[src/sv/csc_pkg.sv]
package csc_pkg;

	localparam int KEY_W      = 32;
	localparam int VAL_W      = 32;
	localparam int CFG_W      = 5;
	localparam int SLOT_OUT_W = 4;
	localparam int QDEPTH     = 2;

	// largest slot count the register can name
	localparam int CFG_MAX = (1 << CFG_W) - 1;
	localparam logic [CFG_W-1:0] CFG_RESET = CFG_W'(16);

	typedef enum logic {
		OP_INSERT = 1'b0,
		OP_SEARCH = 1'b1
	} op_t;

	typedef struct packed {
		op_t               op;
		logic [KEY_W-1:0]  key;
		logic [VAL_W-1:0]  value;
	} item_t;

	// head of the front queue as seen by the back end
	typedef struct packed {
		logic  valid;
		item_t item;
	} qhead_t;

endpackage

[src/sv/csc_front.sv]
module csc_front (
	input  logic                      clk,
	input  logic                      arst_n,
	input  logic                      in_valid,
	output logic                      in_stall,
	input  logic                      command,
	input  logic signed [31:0]        lookup_key,
	input  logic signed [31:0]        write_value,
	input  logic                      q_pop,
	output csc_pkg::qhead_t           q_head
);
	import csc_pkg::*;

	localparam int PW = $clog2(QDEPTH);
	localparam int CW = $clog2(QDEPTH + 1);

	item_t           fifo_q [QDEPTH];
	logic [PW-1:0]   wr_ptr_q;
	logic [PW-1:0]   rd_ptr_q;
	logic [CW-1:0]   count_q;
	logic            push;
	logic            pop;
	item_t           in_item;

	assign in_stall = (count_q == CW'(QDEPTH));
	assign push     = in_valid && !in_stall;
	assign pop      = q_pop && (count_q != '0);

	// classify on entry
	always_comb begin
		in_item.op    = op_t'(command);
		in_item.key   = lookup_key;
		in_item.value = write_value;
	end

	always_ff @(posedge clk) begin
		if (push) begin
			fifo_q[wr_ptr_q] <= in_item;
		end
	end

	always_ff @(posedge clk or negedge arst_n) begin
		if (!arst_n) begin
			wr_ptr_q <= '0;
			rd_ptr_q <= '0;
			count_q  <= '0;
		end else begin
			if (push) begin
				wr_ptr_q <= (wr_ptr_q == PW'(QDEPTH - 1)) ? '0 : wr_ptr_q + 1'b1;
			end
			if (pop) begin
				rd_ptr_q <= (rd_ptr_q == PW'(QDEPTH - 1)) ? '0 : rd_ptr_q + 1'b1;
			end
			priority if (push && !pop) begin
				count_q <= count_q + 1'b1;
			end else if (pop && !push) begin
				count_q <= count_q - 1'b1;
			end
		end
	end

	assign q_head.valid = (count_q != '0);
	assign q_head.item  = fifo_q[rd_ptr_q];

endmodule

[src/sv/csc_back.sv]
module csc_back #(
	parameter int SLOTS      = 16,
	parameter int USAGE_BITS = 3
) (
	input  logic                           clk,
	input  logic                           arst_n,
	input  logic [csc_pkg::CFG_W-1:0]      slots_cfg,
	input  csc_pkg::qhead_t                q_head,
	output logic                           q_pop,
	output logic                           out_valid,
	input  logic                           out_stall,
	output logic                           found,
	output logic signed [31:0]             read_value,
	output logic [csc_pkg::SLOT_OUT_W-1:0] slot_index
);
	import csc_pkg::*;

	// slots past what the register can name are never used
	localparam int NSLOT = (SLOTS < CFG_MAX) ? SLOTS : CFG_MAX;
	localparam int HW    = $clog2(NSLOT);
	localparam int NW    = $clog2(NSLOT + 1);
	localparam int SW    = HW + SLOT_OUT_W;
	localparam logic [USAGE_BITS-1:0] USAGE_MAX = {USAGE_BITS{1'b1}};
	localparam logic [USAGE_BITS-1:0] USAGE_ONE = USAGE_BITS'(1);

	typedef enum logic [1:0] {
		ST_IDLE  = 2'b01,
		ST_SWEEP = 2'b10
	} state_t;

	state_t                 state_q;
	logic [KEY_W-1:0]       keys_q   [NSLOT];
	logic [VAL_W-1:0]       vals_q   [NSLOT];
	logic [USAGE_BITS-1:0]  usage_q  [NSLOT];
	logic [NSLOT-1:0]       filled_q;
	logic [HW-1:0]          hand_q;
	logic [HW-1:0]          h_q;
	logic [KEY_W-1:0]       ins_key_q;
	logic [VAL_W-1:0]       ins_val_q;

	logic                   out_valid_q;
	logic                   found_q;
	logic [VAL_W-1:0]       read_value_q;
	logic [SLOT_OUT_W-1:0]  slot_q;

	logic [CFG_W-1:0]       n_wide;
	logic [NW-1:0]          n_act;
	logic                   out_free;
	logic                   pop;
	logic                   do_search;
	logic                   do_insert;
	logic [NSLOT-1:0]       match;
	logic [NSLOT-1:0]       first;
	logic                   hit;
	logic [HW-1:0]          hit_idx;
	logic [VAL_W-1:0]       hit_val;
	logic [HW-1:0]          start_h;
	logic                   victim;
	logic [NW-1:0]          h_inc;
	logic [HW-1:0]          h_next;
	logic                   ins_done;
	logic                   load_out;
	logic                   load_found;
	logic [VAL_W-1:0]       load_val;
	logic [HW-1:0]          load_slot;
	logic [SW-1:0]          slot_wide;

	// active slot count, clamped to 1..NSLOT
	always_comb begin
		priority if (slots_cfg == '0) begin
			n_wide = CFG_W'(1);
		end else if (slots_cfg > CFG_W'(NSLOT)) begin
			n_wide = CFG_W'(NSLOT);
		end else begin
			n_wide = slots_cfg;
		end
		n_act = n_wide[NW-1:0];
	end

	assign out_free  = !out_valid_q || !out_stall;
	assign pop       = q_head.valid && (state_q == ST_IDLE) && out_free;
	assign q_pop     = pop;
	assign do_search = pop && (q_head.item.op == OP_SEARCH);
	assign do_insert = pop && (q_head.item.op == OP_INSERT);

	// parallel key compare, lowest index wins
	always_comb begin
		for (int i = 0; i < NSLOT; i++) begin
			match[i] = filled_q[i] && (keys_q[i] == q_head.item.key) && (NW'(i) < n_act);
		end
		first   = match & (~match + 1'b1);
		hit     = (match != '0);
		hit_idx = '0;
		hit_val = '0;
		for (int i = 0; i < NSLOT; i++) begin
			if (first[i]) begin
				hit_idx = hit_idx | HW'(i);
				hit_val = hit_val | vals_q[i];
			end
		end
	end

	// sweep step; the victim waits while the output register is held
	always_comb begin
		start_h  = (NW'(hand_q) >= n_act) ? '0 : hand_q;
		victim   = !filled_q[h_q] || (usage_q[h_q] == '0);
		h_inc    = NW'(h_q) + 1'b1;
		h_next   = (h_inc == n_act) ? '0 : h_inc[HW-1:0];
		ins_done = (state_q == ST_SWEEP) && victim && out_free;
	end

	always_comb begin
		load_out   = do_search || ins_done;
		load_found = do_search && hit;
		load_val   = (do_search && hit) ? hit_val : '0;
		if (do_search) begin
			load_slot = hit ? hit_idx : '0;
		end else begin
			load_slot = h_q;
		end
		slot_wide = SW'(load_slot);
	end

	always_ff @(posedge clk or negedge arst_n) begin
		if (!arst_n) begin
			state_q  <= ST_IDLE;
			hand_q   <= '0;
			h_q      <= '0;
			filled_q <= '0;
			for (int i = 0; i < NSLOT; i++) begin
				usage_q[i] <= '0;
			end
		end else begin
			unique case (state_q)
				ST_IDLE: begin
					if (do_insert) begin
						h_q     <= start_h;
						state_q <= ST_SWEEP;
					end
					if (do_search && hit && (usage_q[hit_idx] != USAGE_MAX)) begin
						usage_q[hit_idx] <= usage_q[hit_idx] + 1'b1;
					end
				end
				ST_SWEEP: begin
					if (ins_done) begin
						usage_q[h_q]  <= USAGE_ONE;
						filled_q[h_q] <= 1'b1;
						hand_q        <= h_next;
						state_q       <= ST_IDLE;
					end else if (!victim) begin
						usage_q[h_q] <= usage_q[h_q] - 1'b1;
						h_q          <= h_next;
					end
				end
				default: begin
					state_q <= ST_IDLE;
				end
			endcase
		end
	end

	// entry payload
	always_ff @(posedge clk) begin
		if (do_insert) begin
			ins_key_q <= q_head.item.key;
			ins_val_q <= q_head.item.value;
		end
		if (ins_done) begin
			keys_q[h_q] <= ins_key_q;
			vals_q[h_q] <= ins_val_q;
		end
	end

	// output register
	always_ff @(posedge clk or negedge arst_n) begin
		if (!arst_n) begin
			out_valid_q <= 1'b0;
		end else if (load_out) begin
			out_valid_q <= 1'b1;
		end else if (!out_stall) begin
			out_valid_q <= 1'b0;
		end
	end

	always_ff @(posedge clk) begin
		if (load_out) begin
			found_q      <= load_found;
			read_value_q <= load_val;
			slot_q       <= slot_wide[SLOT_OUT_W-1:0];
		end
	end

	assign out_valid  = out_valid_q;
	assign found      = found_q;
	assign read_value = read_value_q;
	assign slot_index = slot_q;

endmodule

[src/sv/clock_sweep_cache.sv]
// Path: a search result passes the front queue and then the output register; an insert
//   also passes the sweep state, k being the number of slots the hand decrements before a victim.
// Throughput: one search per cycle from the queue while no insert sweeps; an insert holds
//   the sweep engine until its victim is written, k at most (2^USAGE_BITS - 1) * slots; output stalls add to both.
// Reset (arst_n low, async): queue empty, all slots empty with zero usage, hand at 0,
//   slots_in_use back to 16. Key and value storage is not cleared.
module clock_sweep_cache #(
	parameter int SLOTS      = 16,
	parameter int USAGE_BITS = 3
) (
	input  logic                           clk,
	input  logic                           arst_n,
	// request channel
	input  logic                           in_valid,
	output logic                           in_stall,
	input  logic                           command,
	input  logic signed [31:0]             lookup_key,
	input  logic signed [31:0]             write_value,
	// result channel
	output logic                           out_valid,
	input  logic                           out_stall,
	output logic                           found,
	output logic signed [31:0]             read_value,
	output logic [csc_pkg::SLOT_OUT_W-1:0] slot_index,
	// slots_in_use write port
	input  logic                           cfg_valid,
	output logic                           cfg_ready,
	input  logic [csc_pkg::CFG_W-1:0]      cfg_data
);
	import csc_pkg::*;

	logic [CFG_W-1:0] slots_in_use_q;
	qhead_t           q_head;
	logic             q_pop;

	// Config must only be written while idle (the block does not enforce it), so it is always ready.
	assign cfg_ready = 1'b1;

	always_ff @(posedge clk or negedge arst_n) begin
		if (!arst_n) begin
			slots_in_use_q <= CFG_RESET;
		end else if (cfg_valid && cfg_ready) begin
			slots_in_use_q <= cfg_data;
		end
	end

	// Front: tags each item as insert or search and holds it in a two-entry
	// queue. It stalls only when the queue is full, so new items keep coming
	// in while the back end sweeps or a result waits downstream.
	csc_front u_front (
		.clk         (clk),
		.arst_n      (arst_n),
		.in_valid    (in_valid),
		.in_stall    (in_stall),
		.command     (command),
		.lookup_key  (lookup_key),
		.write_value (write_value),
		.q_pop       (q_pop),
		.q_head      (q_head)
	);

	// Back: searches all active slots with a parallel compare; inserts walk the
	// clock hand one slot per cycle, aging counts until an empty or zero-usage
	// slot turns up. Results go through a registered output stage.
	csc_back #(
		.SLOTS      (SLOTS),
		.USAGE_BITS (USAGE_BITS)
	) u_back (
		.clk        (clk),
		.arst_n     (arst_n),
		.slots_cfg  (slots_in_use_q),
		.q_head     (q_head),
		.q_pop      (q_pop),
		.out_valid  (out_valid),
		.out_stall  (out_stall),
		.found      (found),
		.read_value (read_value),
		.slot_index (slot_index)
	);

endmodule

[config.mk]
export PLATFORM = sky130hd
export DESIGN_NAME = clock_sweep_cache
export DESIGN_NICKNAME = d
export VERILOG_FILES = /design/src/sv/csc_pkg.sv /design/src/sv/csc_front.sv /design/src/sv/csc_back.sv /design/src/sv/clock_sweep_cache.sv
export SDC_FILE = /design/constraint.sdc
export NUM_CORES = 2
export LEC_CHECK = 0
export ABC_AREA = 1
export BUFFER_PORTS_ARGS = -buffer_cell sky130_fd_sc_hd__buf_2
export CAP_MARGIN = 20
export CORE_UTILIZATION = 57
export CTS_CLUSTER_SIZE = 25
export DETAILED_ROUTE_END_ITERATION = 7
export PLACE_DENSITY = 0.76
export SYNTH_ARGS = -nofsm -noshare
export SYNTH_HDL_FRONTEND = slang
export SYNTH_SLANG_ARGS = --single-unit
[constraint.sdc]
create_clock -name clk -period 6.4 [get_ports clk]
set_input_delay 0.96 -clock clk [delete_from_list [all_inputs] [get_ports clk]]
set_output_delay 0.96 -clock clk [all_outputs]
set_load 0.02 [all_outputs]
; Word-level counts from Yosys, hierarchy flattened
; Memory sizes are Yosys's and may differ from the RTL's.
; Index checks and enable logic that the tools add are counted.
[word_totals]
memories = 3
output_inout_bits = 40
word_cells = 257
in_bits = 75
regBits = 185
ramBits = 1154
[memory_table]
columns = memory, depth, word_bits, read_ports, rd_ports_with_merged_regs, wr, line
row1 = u_back.keys_q, 16, 32, 16, 0, 1, csc_back.sv:32  ; logic [KEY_W-1:0] keys_q [NSLOT];
row2 = u_back.vals_q, 16, 32, 16, 0, 1, csc_back.sv:33  ; logic [VAL_W-1:0] vals_q [NSLOT];
row3 = u_front.fifo_q, 2, 65, 1, 0, 1, csc_front.sv:17  ; item_t fifo_q [QDEPTH];
[classes]
n_mux = 74
n_reduce_logical = 66
n_lt_le_gt_ge = 24
bitwise_logic = 24
n_addsub = 8
eq_ne = 28
[op_table]
columns = operator, count
row1 = 32-bit equality test, 16
row2 = 32-bit two-way mux, 16
row3 = 32-bit OR, 15
row4 = 48-bit two-way mux, 3
row5 = 48-bit bitwise mux, 2
row6 = 48-bit one-hot mux with 2 select lines, 1
row7 = 4-bit two-way mux, 15
row8 = 1-bit logical AND, 47
row9 = "4-bit by 5-bit < comparator with 1-bit output, first input constant", 8
row10 = 32-bit AND, 1
row11 = 32-bit inverter, 1
row12 = 16-bit OR, 2
row13 = 3-bit two-way mux, 10
row14 = 3-bit binary-select mux with 4-bit select, 2
row15 = 3-bit demux with 4-bit select, 2
row16 = "3-bit by 5-bit < comparator with 1-bit output, first input constant", 4
row17 = "16-bit by 1-bit adder with 16-bit output, second input constant", 1
row18 = 16-bit AND, 1
row19 = 16-bit inverter, 1
row20 = 16-bit nonzero test, 1
row21 = 2-bit two-way mux, 6
row22 = 1-bit two-way mux, 11
row23 = "5-bit >= comparator, second input constant", 2
row24 = "1-bit by 5-bit < comparator with 1-bit output, first input constant", 2
row25 = 33 further kinds, 54

; Depth between registers and ports, before layout
[depth]
depth_word = 39
depth_mapped = 42
ltp_nobuf = 36

; Cells and area by module
; From an unflattened synthesis, not the netlist that was laid out.
[unflattened]
hier_cells = 4933
area_unflattened_um2 = 56960.9
[by_module_without_submodules]
columns = mod, instances, seq_area_each_um2, cells_per_inst, area_each_um2
row1 = csc_back, 1, 35660.5, 4539, 51819.7
row2 = csc_front, 1, 4003.8, 371, 4943.5
row3 = clock_sweep_cache, 1, 126.4, 23, 197.7

; Worst setup path before layout
; No wires, ideal clock.
[synth_timing]
path_kind = reg2reg
start = register u_back.h_q[0]
end = register u_back.usage_q[34] (netlist name)
setup_time_ps = 120
slack_ps = 42
arrival_ps = 6238
n_path_buf = 4
t_required_ps = 6280
path_stages_with_launch = 21
synth_period_minus_slack_ps = 6358
path_cell_list = dfrtp_1 -> inv_1 -> clkbuf_1 -> clkbuf_1 -> clkbuf_1 -> a21oi_1 -> o21ai_0 -> a21oi_1 -> nor4_1 -> ha_1 -> nand2_1 -> o41ai_1 -> nand2_1 -> nor2_1 -> inv_2 -> clkbuf_1 -> nor2_1 -> nor2_1 -> a22o_1 -> o21ai_0 -> inv_1
[synth_between]
elab_chain_cells = 10
elab_cells_between_ends = 25
cone_classes = 1 x add/sub / 2 x order compare / 1 x eq/ne / 11 x mux / 3 x bitwise / 7 x reduce/logical
[synth_rtl]
columns = item, line
row1 = from (decl), csc_back.sv:37  ; logic [HW-1:0] h_q;
row2 = from (signal assigned), csc_back.sv:137  ; h_q <= start_h;
row3 = from (signal assigned), csc_back.sv:152  ; h_q <= h_next;
row4 = "parallel branches: the longest is 10 deep, another holds 3-bit by 1-bit subtractor with 3-bit output", n/a
row5 = "to (signal, indexed assignment)", csc_back.sv:141  ; usage_q[hit_idx] <= usage_q[hit_idx] + 1'b1;
row6 = "to (signal, indexed assignment)", csc_back.sv:151  ; usage_q[h_q] <= usage_q[h_q] - 1'b1;
row7 = to (decl), csc_back.sv:34  ; logic [USAGE_BITS-1:0] usage_q [NSLOT];
; Several ways; the timed one is not identified. The select of a mux whose other input is x is not followed.
; A chain may end at the register's enable or synchronous reset.

; Final worst setup path
[layout_timing]
start = register u_front.rd_ptr_q
end = register u_back.usage_q[7] (netlist name)
[layout_between]
elab_chain_cells = 30
elab_cells_between_ends = 87
cone_classes = 2 x add/sub / 2 x order compare / 18 x eq/ne / 23 x mux / 3 x bitwise / 38 x reduce/logical / 1 x memory
[layout_rtl]
columns = item, line
row1 = from (decl), csc_front.sv:19  ; logic [PW-1:0] rd_ptr_q;
row2 = from (signal assigned), csc_front.sv:52  ; rd_ptr_q <= (rd_ptr_q == PW'(QDEPTH - 1)) ? '0 : rd_ptr_q + 1'b1;
row3 = memory read 2 x 65 bit (*), n/a
row4 = 32-bit equality test, csc_back.sv:89  ; match[i] = filled_q[i] && (keys_q[i] == q_head.item.key) && (NW'(i) < n_act);
row5 = 1-bit logical AND (2 in series), csc_back.sv:89
row6 = 16-bit inverter, csc_back.sv:91  ; first = match & (~match + 1'b1);
row7 = 16-bit by 1-bit adder with 16-bit output, csc_back.sv:91
row8 = 16-bit AND, csc_back.sv:91
row9 = 1-bit two-way mux, csc_back.sv:96  ; if (first[i]) begin
row10 = 2-bit two-way mux (2 in series), csc_back.sv:96
row11 = [12 not listed], n/a
row12 = 4-bit inverter with 5-bit output (implied by the code), "csc_back.sv:140, csc_back.sv:141"
row13 = "3-bit binary-select mux with 4-bit select, or another cell as far along", "csc_back.sv:140, csc_back.sv:141"
row14 = 3-bit two-way mux (implied by the code) / 1-bit logical AND (equally long branches), "csc_back.sv:140, csc_back.sv:141"
row15 = "3-bit two-way mux, on equally long branches", "csc_back.sv:140, csc_back.sv:141"
row16 = "3-bit by 1-bit adder with 3-bit output, or another cell as far along", csc_back.sv:141
row17 = 48-bit bitwise mux / 1-bit logical AND (equally long branches), "csc_back.sv:141, csc_back.sv:140"
row18 = 48-bit two-way mux / 2-bit != test (equally long branches), n/a
row19 = 48-bit one-hot mux with 2 select lines / 3-bit AND reduction (equally long branches), n/a
; Every way passes the cells marked *; elsewhere a longest branch is shown, timed or not. The select of a mux whose other input is x is not followed.

==> impl_results.md <==
- Commonest cells post-synth: 2156 x nand2_1, 1255 x edfxtp_1, 820 x inv_1
- Hold WS: between 300 and 400 ps
- Post-synth cell types: 64
- Nets@finish: 6774
- Sequential share of the synthesized area: a little over three fifths
- WL met3: about 32 mm
- Ranking of synthesized cells by area: edfxtp_1 60%, nand2_1 13%, inv_1 4.9%
- Fin Clk Skew: 77.2 ps
- Metal-1 WL: 84.3 mm
- DR iter-0 viols: a little over 8000
- Vias in the first global route: about 48000
- Crit-path leading delay family: simple AND/OR/NAND/NOR gates
- WP data arrival: 6770 ps
- GP Congestion: between 1 and 1.5
- Final-report setup violation count: 0
- # rows: 121
- Post-CTS setup buffer count: 0
- Die area: roughly 0.11 mm^2
- Pwr/cell area: between 400 and 500 mW/mm^2
- Max-cap violations: 0
- Initial antenna violation count: 8
- Kind of critical path: register to register
- Worst-path fanout max: 69
- Share of layout cells above drive strength 1: 9.74%
- Crit path launch type: register
- DPL Wire Length: 163 mm
- Initial core utilization: roughly 58%
- Core Region: approximately 0.11 mm^2
- NetSw: between 0.01 and 0.015 W
- Slew headroom: about 12%
- Status: finished clean
- Period utilisation layout: about 96%
- Die X: around 330 um
- WP data required: just over 7000 ps
- DR DRC count: 0
- Clock Sinks: roughly 1300
- RSZ-0062 raised after global routing: false
- Vias/cell: roughly 6
- Port Buffers: roughly 110
- WL/cell: about 28 um
- Endpoints failing hold: 0
- CP Buf/Inv Count: 6
- Min Clock Period, post-route: just over 6000 ps
- Total GRT Usage: 41.8%
- Grt ovf: 0
- Met2 routed WL: 103 mm
- CTS buffer count: around 140
- Slowest stage delay, CP: 540 ps
- Top Metal Used: met5
- Tightest Pin Transition: 1320 ps
- Final wirelength: between 200 and 250 mm
- Async SR Flop Fraction: under 10%
- CTS tree: done
- Avg Inst Size Synth: ~9.7 um^2
- Internal: between 0.015 and 0.02 W
- Max clock buf depth: 3
- Via count: ~51000
- Syn-to-layout area delta: 12.9%
- Logic pwr share: 33.3%
- First-pass GRT wire length: ~330 mm
- Slowest-stage cell, CP: dfrtp_4
- Most used cell, CP: nor2_1
- CTS HTree Levels: 4
- Switch share: between 40% and 50%
- Max Slew Vio Count: 0
- Most common cell in the netlist: nand2_1
- CP Capture Type: register
- Fmax: between 0.15 and 0.2 GHz
- Die H: 334 um
- Clock power share: between 20 and 30%
- Total power: ~0.032 W
- Cell area after synthesis: ~0.063 mm^2
- Antenna-violating nets left: 0
- VDD IR max: roughly 0.35 mV
- Share of the synthesized area in the top cell type: about three fifths
- R2R Setup Slk: ~260 ps
- Fillers: about 8600
- Leakage: about 30 nW
- Pin count of the biggest net entering global routing: 75
- Yosys top cell by area: edfxtp_1
- Most used DFF post-synth: edfxtp_1
- Ports: approximately 120
- Ys Warns: 0
- Sequential share of power: around two fifths
- Post-synth EDFFs: about 1300
- Clk slew on worst S/H paths: 60 ps
- Synth Register Bits: 1339
- Worst min path class: primary input to register
- Setup TNS Final: 0 ps
- Clock Latency Late Sink: 820 ps
- Pre-antenna DRT Iters: 7
- Final core occ: between 60% and 70%
- CTS root buf: clkbuf_16
- Syn nets: ~6500
- Cell count after synthesis: 6450
## flip-flops by register name, summed over array words and instances, names as in the netlist, 2 cells and up
name / count
u_back.ins_key_q: 32
u_back.vals_q: 512
u_back.usage_q: 48
u_back.h_q: 4
slots_in_use_q: 5
u_back.state_q: 2
u_back.keys_q: 512
u_back.hand_q: 4
u_back.slot_index: 4
u_back.read_value: 32
u_back.ins_val_q: 32
u_front.fifo_q: 130
u_front.count_q: 2
u_back.filled_q: 16
## worst register-to-register path, delay by kind of cell (launching register included)
family / cells / cell delay [ps]
compound gates: 3 / 600
fa+ha+maj: 2 / 340
simple gates: 21 / 3870
buf+inv: 6 / 630
flops: 1 / 540
## routing by layer
metal / global-route usage (%) / vias to the layer above
met5: 0 / -
met4: 24.3 / 4
met3: 10.4 / 765
met2: 63.2 / 3797
met1: 55.2 / 24000
li1: - / 22000
## metrics by stage
| step | worst slack [ps] | area (um^2) | std cells |
|---|---|---|---|
| 2_1_floorplan | 41.5 | 62900 | 6450 |
| 4_1_cts | 345 | 70900 | 8273 |
| 6_report | 265 | 70900 | 8279 |
| 3_3_place_gp | 497 | 65900 | 8012 |
| 3_5_place_dp | 389 | 65900 | 8012 |
| 5_1_grt | 17.3 | 70900 | 8276 |
## power groups by stage
stage / logic, W / clock network, W / registers [W]
2_1_floorplan: 0.00573 / 0 / 0.0121
4_1_cts: 0.0101 / 0.00875 / 0.0123
6_report: 0.0105 / 0.00875 / 0.0124
3_3_place_gp: 0.00999 / 0 / 0.0124
3_5_place_dp: 0.0100 / 0 / 0.0125
5_1_grt: 0.0110 / 0.00905 / 0.0124
## kinds of logic after synthesis
logic type               synth area share [%]
multiplexers                           0.0816
other                                 0.00597
XOR/XNOR                                 1.28
AND/OR/NAND/NOR                          23.0
flip-flops                               63.3
buffers and inverters                    6.61
adder cells (fa/ha/maj)                 0.299
AO/OA/AOI/OAI                            5.37
## final timing paths
path | cells after the start | end | start
max in group asynchronous | 4 | u_front.rd_ptr_q | arst_n
hold / removal | 1 | u_front.fifo_q[1][43] | lookup_key[11]
min in group asynchronous | 2 | slots_in_use_q[2] | arst_n
hold reg to reg | 2 | u_back.state_q[0] | u_back.state_q[0]
setup reg to reg | 32 | u_back.usage_q[7] | u_front.rd_ptr_q
setup / recovery | 32 | u_back.usage_q[7] | u_front.rd_ptr_q
## area by class of cell
| type | count | area [um^2] | share of cell area (%) |
|---|---|---|---|
| Sequential cell | 1339 | 39800 | 56.1 |
| Multi-Input combinational cell | 4090 | 19100 | 26.9 |
| Clock buffer | 166 | 3690 | 5.21 |
| Inverter | 838 | 3150 | 4.44 |
| Timing Repair Buffer | 273 | 2060 | 2.91 |
| Tap cell | 1476 | 1850 | 2.60 |
| Clock inverter | 94 | 1280 | 1.80 |
| Antenna cell | 3 | 7.51 | 0.0106 |
## layout by cell type, fill, tap and decap left out, drive strengths merged, types with 2 or more instances in the layout
master,netlist,routed
edfxtp,1255,1255
nand3b,13,13
and2,11,11
nand3,302,302
o211ai,6,6
dfrtp,82,82
o31ai,7,7
ha,15,15
a31oi,2,2
diode,0,3
nand2,2231,2231
a221oi,33,33
nor2,615,615
a22o,98,98
a32o,20,20
nand4,193,193
nor4,34,34
clkbuf,86,167
or2,15,15
and3,4,4
nor2b,2,2
dfstp,2,2
a22oi,8,8
a21oi,122,122
buf,97,271
clkinv,3,67
nor3b,11,11
mux2i,4,4
inv,835,840
clkinvlp,0,5
o21ai,166,166
nor3,27,27
bufinv,0,20
xnor2,51,51
xor2,40,40
o22ai,50,50
## timing repair
action                     in CTS  in global routing
hold buffers                    1                  0
gates resized for setup         0                  5
hold endpoints to repair        2                  0
setup endpoints to repair       0                 45
Power figures use the tool's default switching activity.
